--- config.mk ---
export PLATFORM = sky130hd
export DESIGN_NAME = cfs_front
export DESIGN_NICKNAME = d
export VERILOG_FILES = /design/src/sv/cfs_pkg.sv /design/src/sv/cfs_front.sv
export SDC_FILE = /design/constraint.sdc
export NUM_CORES = 1
export LEC_CHECK = 0
export BUFFER_PORTS_ARGS = -buffer_cell sky130_fd_sc_hd__buf_2
export CORE_UTILIZATION = 45
export DETAILED_ROUTE_END_ITERATION = 10
export GPL_TIMING_DRIVEN = 0
export PLACE_DENSITY = 0.7
export SETUP_SLACK_MARGIN = 0.2
export SYNTH_ARGS = -nofsm -noshare
export SYNTH_HDL_FRONTEND = slang
export SYNTH_SLANG_ARGS = --single-unit
--- constraint.sdc ---
create_clock -name clk -period 3.96 [get_ports clk]
set_input_delay 0.792 -clock clk [delete_from_list [all_inputs] [get_ports clk]]
set_output_delay 0.792 -clock clk [all_outputs]
set_load 0.01 [all_outputs]
--- src/sv/cfs_pkg.sv ---
// Shared types and constants of the circular FIFO with search.
// Depends on nothing; used by the front, back, top and checker files.
package cfs_pkg;

  localparam int DEPTH_DEFAULT = 128;
  localparam int WORD_W        = 32;
  localparam int CMD_W         = 2;
  localparam int STATUS_W      = 2;
  localparam int SLOT_W        = 7;
  localparam int COUNT_W       = 8;
  localparam int CMDQ_DEPTH    = 2;

  localparam logic [CMD_W-1:0] CMD_PUSH   = 2'd0;
  localparam logic [CMD_W-1:0] CMD_POP    = 2'd1;
  localparam logic [CMD_W-1:0] CMD_SEARCH = 2'd2;
  localparam logic [CMD_W-1:0] CMD_NOP    = 2'd3;

  localparam logic [STATUS_W-1:0] ST_DONE  = 2'd0;
  localparam logic [STATUS_W-1:0] ST_FULL  = 2'd1;
  localparam logic [STATUS_W-1:0] ST_EMPTY = 2'd2;

  typedef struct packed {
    logic [CMD_W-1:0]         op;
    logic signed [WORD_W-1:0] value;
  } cmd_t;

  typedef struct packed {
    logic [STATUS_W-1:0]      status;
    logic                     found;
    logic [SLOT_W-1:0]        slot_index;
    logic [COUNT_W-1:0]       entry_count;
    logic                     is_empty;
    logic                     is_full;
    logic signed [WORD_W-1:0] head_value;
    logic signed [WORD_W-1:0] tail_value;
  } res_t;

endpackage

--- src/sv/cfs_front.sv ---
// Front end of the circular FIFO: takes commands, decodes them and holds them
// in a short command queue for the back end. Depends on cfs_pkg.
module cfs_front (
  input  logic                         clk,
  input  logic                         rst,
  input  logic                         push,
  output logic                         full,
  input  logic [cfs_pkg::CMD_W-1:0]    command,
  input  logic signed [cfs_pkg::WORD_W-1:0] value,
  output logic                         cmd_valid,
  output cfs_pkg::cmd_t                cmd,
  input  logic                         cmd_take
);
  import cfs_pkg::*;

  localparam int QW = (CMDQ_DEPTH > 1) ? $clog2(CMDQ_DEPTH) : 1;
  localparam int CW = $clog2(CMDQ_DEPTH + 1);

  cmd_t          q [CMDQ_DEPTH];
  logic [QW-1:0] wr_ptr;
  logic [QW-1:0] rd_ptr;
  logic [CW-1:0] cnt;
  cmd_t          decoded;
  logic          wr_en;

  function automatic logic [QW-1:0] ptr_inc(input logic [QW-1:0] p);
    return (p == QW'(CMDQ_DEPTH - 1)) ? '0 : p + 1'b1;
  endfunction

  always_comb begin
    decoded.value = value;
    case (command)
      CMD_PUSH:   decoded.op = CMD_PUSH;
      CMD_POP:    decoded.op = CMD_POP;
      CMD_SEARCH: decoded.op = CMD_SEARCH;
      default:    decoded.op = CMD_NOP;
    endcase
  end

  assign full      = (cnt == CW'(CMDQ_DEPTH));
  assign wr_en     = push && !full;
  assign cmd_valid = (cnt != '0);
  assign cmd       = q[rd_ptr];

  always_ff @(posedge clk) begin
    if (wr_en) begin
      q[wr_ptr] <= decoded;
    end
  end

  always_ff @(posedge clk) begin
    if (rst) begin
      wr_ptr <= '0;
      rd_ptr <= '0;
      cnt    <= '0;
    end else begin
      if (wr_en) begin
        wr_ptr <= ptr_inc(wr_ptr);
      end
      if (cmd_take) begin
        rd_ptr <= ptr_inc(rd_ptr);
      end
      case ({wr_en, cmd_take})
        2'b10:   cnt <= cnt + 1'b1;
        2'b01:   cnt <= cnt - 1'b1;
        default: cnt <= cnt;
      endcase
    end
  end

endmodule

Word level (Yosys, flattened, before mapping). Memories as Yosys holds them, arrays and structs flattened. A register that Yosys moved wholly into a read port is not among the register bits. Cells that the tools add are included.

Add/subtract/negate cells: 4. Equality and inequality tests: 5. Multiplexer cells: 8. Reduce and logical (&&, ||, !) cells: 5.

Operators with widths (count): 2-bit == test, second input constant (3); 1-bit two-way mux (6); 2-bit one-hot mux with 3 select lines (1); 2-bit by 1-bit == test with 1-bit output, second input constant (2); 2-bit one-hot mux with 2 select lines (1); 2-bit nonzero test (2); 1-bit adder, second input constant (2); 2-bit by 1-bit adder with 2-bit output, second input constant (1); 2-bit zero test (1); 2-bit by 1-bit subtractor with 2-bit output, second input constant (1); 1-bit logical AND (1); 1-bit zero test (1).

Flip-flop bits (word level): 4. RAM bits: 68. Input bits: 38. Output and inout port bits: 36. Word-level logic and storage cells: 26. Memories kept: 1.

Memories: q (depth 2, bits a word 34, read ports 1, clocked after memory_dff 1, wr ports 1, RTL line cfs_front.sv:19) `cmd_t q [CMDQ_DEPTH];`.

Depth between registers and ports, before layout.
Depth after elaboration: 5. Gate-level depth with buffers: 6. Mapped depth without buffers: 6.

Least setup slack after synthesis. Ideal clock, no wire load.

Path type: input to register. Start: input port push. End: memory q[0][0] (netlist name), enable pin. Library setup time: 0.389 ns. Arrival: 1.860 ns. Required time: 3.571 ns. Path slack: 1.711 ns. Stages on the path: 3. Buffers on the path: 0. Path through: inv_1 -> or3_1 -> inv_1.

Longest elaborated chain between the ends: 3.

Ends and longest elaborated chain: start: declaration (RTL line cfs_front.sv:6) `input logic push,`; 1-bit logical AND (RTL line cfs_front.sv:41) `assign wr_en = push && !full;`; 1-bit two-way mux (RTL line cfs_front.sv:46) `if (wr_en) begin`; 1-bit two-way mux (implied by the code) (RTL line cfs_front.sv:47) `q[wr_ptr] <= decoded;`; end: declaration (RTL line cfs_front.sv:19).

Every way passes these cells.

==> report_table.html <==
<table>
<tr><th>Metric</th><th>Value</th></tr>
<tr><th colspan="2">STA</th></tr>
<tr><td>Maximum clock rate</td><td>roughly 420 MHz</td></tr>
<tr><td>Worst clock skew</td><td>~0.011 ns</td></tr>
<tr><td>Final cycle utilization of the critical path</td><td>60.4%</td></tr>
<tr><td>Final hold vios</td><td>0</td></tr>
<tr><td>Final count of negative-setup-slack endpoints</td><td>0</td></tr>
<tr><td>Min cycle time layout</td><td>2.39 ns</td></tr>
<tr><td>Setup repair after global routing missed its margin</td><td>no</td></tr>
<tr><td>Max-slew violations</td><td>0</td></tr>
<tr><td>Fin Hold WS</td><td>about 0.49 ns</td></tr>
<tr><td>Pin slew with the least headroom to its limit</td><td>~0.83 ns</td></tr>
<tr><td>Remaining max-slew budget at the tightest pin</td><td>between 40% and 50%</td></tr>
<tr><td>Total Negative Setup Slacks</td><td>0 ns</td></tr>
<tr><th colspan="2">Pwr</th></tr>
<tr><td>Share of total power in the clock network</td><td>29.1%</td></tr>
<tr><td>Comb pwr share</td><td>14.3%</td></tr>
<tr><td>PwrDens</td><td>~510 nW/µm²</td></tr>
<tr><td>Final total power</td><td>1670 µW</td></tr>
<tr><td>Leakage power summed over all cells</td><td>~0.0013 µW</td></tr>
<tr><td>Sequential power share</td><td>a little under three fifths</td></tr>
<tr><td>Switching power share of the total</td><td>between 20% and 30%</td></tr>
<tr><td>Max IR drop VDD</td><td>roughly 0.28 mV</td></tr>
<tr><td>Internal Power</td><td>around 1300 µW</td></tr>
<tr><td>Switching power</td><td>between 300 and 400 µW</td></tr>
<tr><th colspan="2">Placed design</th></tr>
<tr><td>Routability cong.</td><td>approximately 0.67</td></tr>
<tr><td>HPWL after DPL</td><td>2700 µm</td></tr>
<tr><td>Count of input and output buffers</td><td>71</td></tr>
<tr><th colspan="2">Drt</th></tr>
<tr><td>Average detailed-routed wire length per instance</td><td>~14 µm</td></tr>
<tr><td>Final Routed Wirelength</td><td>~4200 µm</td></tr>
<tr><td>Antenna violation net count after detailed routing</td><td>0</td></tr>
<tr><td>Vias</td><td>between 1,000 and 1,500</td></tr>
<tr><td>1st-iter DRT viols</td><td>57</td></tr>
<tr><td>DRC</td><td>0</td></tr>
<tr><td>Vias per cell</td><td>~4.8</td></tr>
<tr><td>Pre-Repair DR Iteration Count</td><td>3</td></tr>
<tr><th colspan="2">Layout</th></tr>
<tr><td>Final core utilization</td><td>around three fifths</td></tr>
<tr><td>Fill count</td><td>480</td></tr>
<tr><td>ANT cells</td><td>0</td></tr>
<tr><td>Share of post-route cells with drive strength above 1</td><td>roughly 58%</td></tr>
<tr><td>Net count reported at finish</td><td>approximately 250</td></tr>
<tr><td>Synthesis-to-finish area growth</td><td>23.0%</td></tr>
<tr><th colspan="2">CTS</th></tr>
<tr><td>Post-cts sizing count</td><td>0</td></tr>
<tr><td>Number of buffers on the longest clock path</td><td>2</td></tr>
<tr><td>CTS tree</td><td>built</td></tr>
<tr><td>Clock-pin slew of the registers on the worst-case setup and hold paths</td><td>around 0.060 ns</td></tr>
<tr><td>Number of buffers added by the clock tree synthesis step</td><td>9</td></tr>
<tr><td>Hold buffer count at cts</td><td>0</td></tr>
<tr><td>Clk root buf</td><td>clkbuf_8</td></tr>
<tr><td>Clock latency of the later-clocked register in the worst-skew pair</td><td>approximately 0.33 ns</td></tr>
<tr><td>Number of sinks on the clock net</td><td>between 70 and 80</td></tr>
<tr><td>Number of H-tree levels</td><td>3</td></tr>
<tr><td>Number of setup buffers added after CTS</td><td>0</td></tr>
<tr><th colspan="2">Synth</th></tr>
<tr><td>Area share of the leading cell type in the synthesized netlist</td><td>76.4%</td></tr>
<tr><td>Area contributors post-synth</td><td>edfxtp_1, mux2_2, dfxtp_1</td></tr>
<tr><td>Synthesized area per cell</td><td>~20 µm²</td></tr>
<tr><td>Synth warnings</td><td>0</td></tr>
<tr><td>Flip-flop and latch count after synthesis</td><td>73</td></tr>
<tr><td>Library cell occupying the most area in the post-synthesis netlist</td><td>edfxtp_1</td></tr>
<tr><td>Synthesized cell area</td><td>2670 µm²</td></tr>
<tr><td>Sequential share of the synthesized area</td><td>approximately four fifths</td></tr>
<tr><td>Unique cell type count in the Yosys netlist</td><td>18</td></tr>
<tr><td>Post-Syn Instances</td><td>133</td></tr>
<tr><td>Synthesized net count</td><td>between 150 and 200</td></tr>
<tr><th colspan="2">Min path</th></tr>
<tr><td>Startpoint of the worst hold path</td><td>wr_ptr</td></tr>
<tr><td>Hold WC Path Type</td><td>flop to flop</td></tr>
<tr><td>Worst hold endpoint</td><td>wr_ptr</td></tr>
<tr><td>Worst hold path depth</td><td>2</td></tr>
<tr><th colspan="2">Setup path</th></tr>
<tr><td>Capturing element type of the critical path</td><td>primary output</td></tr>
<tr><td>Cell chain of the critical path</td><td>buf_2, buf_2, mux2_2, buf_2</td></tr>
<tr><td>Start of the worst register-to-register path</td><td>cnt[0]</td></tr>
<tr><td>Most used cell, CP</td><td>buf_2</td></tr>
<tr><td>Crit path max-delay cell type</td><td>mux2_2</td></tr>
<tr><td>CP Buf/Inv Count</td><td>3</td></tr>
<tr><td>Setup slack on the worst flop-to-flop path</td><td>approximately 2.1 ns</td></tr>
<tr><td>Worst Setup Start Kind</td><td>flop</td></tr>
<tr><td>Top Family by Delay on Critical Path</td><td>buffers and inverters</td></tr>
<tr><td>Setup Crit Path Kind</td><td>flop to primary output</td></tr>
<tr><td>Maximum fanout encountered on the critical timing path</td><td>10</td></tr>
<tr><td>R2r endpoint</td><td>q[0][10]</td></tr>
<tr><td>Slowest Stage Delay on Critical Path</td><td>0.37 ns</td></tr>
<tr><td>CP arrival</td><td>1.60 ns</td></tr>
<tr><td>Worst Reg2Reg Path Length in Cells</td><td>4</td></tr>
<tr><td>Worst Path Required</td><td>~3.2 ns</td></tr>
<tr><th colspan="2">Global routing</th></tr>
<tr><td>Via count of the first global-routing pass</td><td>~1,400</td></tr>
<tr><td>Gr ovfl total</td><td>0</td></tr>
<tr><td>Pin count of the biggest net entering global routing</td><td>35</td></tr>
<tr><td>Wire length of the first global-routing pass</td><td>between 6000 and 7000 µm</td></tr>
<tr><td>Initial antenna violation count</td><td>0</td></tr>
<tr><td>GRT Total Usage</td><td>~14%</td></tr>
<tr><th colspan="2">Die</th></tr>
<tr><td>Number of primary I/O pins</td><td>74</td></tr>
<tr><td>Floorplan die area</td><td>approximately 6200 µm²</td></tr>
<tr><td>Site Rows</td><td>27</td></tr>
<tr><td>Effective utilization at floorplan</td><td>around 48%</td></tr>
<tr><td>Core outline area</td><td>between 5000 and 6000 µm²</td></tr>
<tr><td>Width of the die</td><td>79.0 µm</td></tr>
<tr><td>Floorplan die height</td><td>around 79 µm</td></tr>
<tr><th colspan="2">Status</th></tr>
<tr><td>Status</td><td>completed</td></tr>
<tr><th colspan="2">Run</th></tr>
<tr><td>Count of max-cap constraint violations</td><td>0</td></tr>
</table>
-- cell usage in the layout (no fill, tap or decap), drive strengths merged, types with 2 or more instances in the layout --
cell	instances
dfxtp	5
xnor2	2
a21oi	2
mux2	34
or3	2
o21ai	2
clkbuf	15
nor2	3
edfxtp	68
inv	3
buf	75
clkinv	2
-- state kept, by name, indices dropped and copies added (netlist names), named ones only --
register and cells:
q 68, cnt 2, wr_ptr 1, rd_ptr 1
-- through the flow --
| step | area (µm²) | worst slack, ns | std cells |
|---|---|---|---|
| floorplan | 2670 | 1.71 | 133 |
| global placement | 3120 | 1.17 | 276 |
| detailed placement | 3120 | 1.66 | 276 |
| CTS | 3280 | 1.53 | 292 |
| global route | 3280 | 1.46 | 292 |
| finish | 3280 | 1.57 | 292 |
-- how the worst max path moves through the flow --
stage	from	endpoint	cells after the start
final	flop	cmd[6]	4
after global placement	push	q[0][12]	4
after global routing	flop	cmd[31]	4
after CTS	flop	cmd[31]	4
after detailed placement	push	q[0][16]	4
after floorplan	push	q[0][0]	3
-- cells in the mapped netlist --
cell type	number
o21ai_0	2
edfxtp_1	68
and3_1	1
inv_2	1
nand2_1	1
or2_2	1
nor2_1	3
a21oi_1	2
ha_1	1
clkbuf_1	2
xor2_1	1
xnor2_1	2
buf_2	4
mux2_2	34
inv_1	2
nand2b_2	1
or3_1	2
dfxtp_1	5
-- worst reg2reg max path, stage by stage (launching register included) --
cell and delay, ns:
dfxtp_1 0.39, nand2b_2 0.16, inv_2 0.04, or3_1 0.34
inv_2 0.55
-- power by group through the flow --
| stage | logic [µW] | registers [µW] | clock network [µW] |
|---|---|---|---|
| after floorplan | 148 | 955 | 0 |
| after global placement | 241 | 959 | 0 |
| after detailed placement | 243 | 960 | 0 |
| after CTS | 244 | 944 | 500 |
| after global routing | 261 | 949 | 530 |
| final | 238 | 943 | 486 |
-- area by class of cell --
cell class                 instances  area, µm²  area share (%)
sequential                        73       2140            65.2
clock buffer                      13        149            4.53
clock inverter                     3       17.5           0.533
multi-input combinational         51        492            15.0
timing repair buffer              71        355            10.8
tap                               72       90.1            2.74
buffer                             6       27.5           0.838
inverter                           3       11.3           0.343
-- metal layers --
layer	part of all wire, %	GRT usage [%]
met1	40	14.8
met2	56	25.6
met3	3.5	3.68
met4	1.2	8.18
met5	0	0
-- kinds of logic (layout without fill, tap and decap cells) --
group | after synthesis | count (layout) | synth area share (%)
DFF | 73 | 73 | 80.2
and+or+nand+nor | 9 | 9 | 1.83
adders and majority gates | 1 | 1 | 0.468
AOI/OAI and AO/OA | 4 | 4 | 0.749
xor gates and xnor gates | 3 | 3 | 0.984
buffers and inverters | 9 | 96 | 1.45
muxes | 34 | 34 | 14.3
Note: power is estimated with default switching activity, not from simulation.
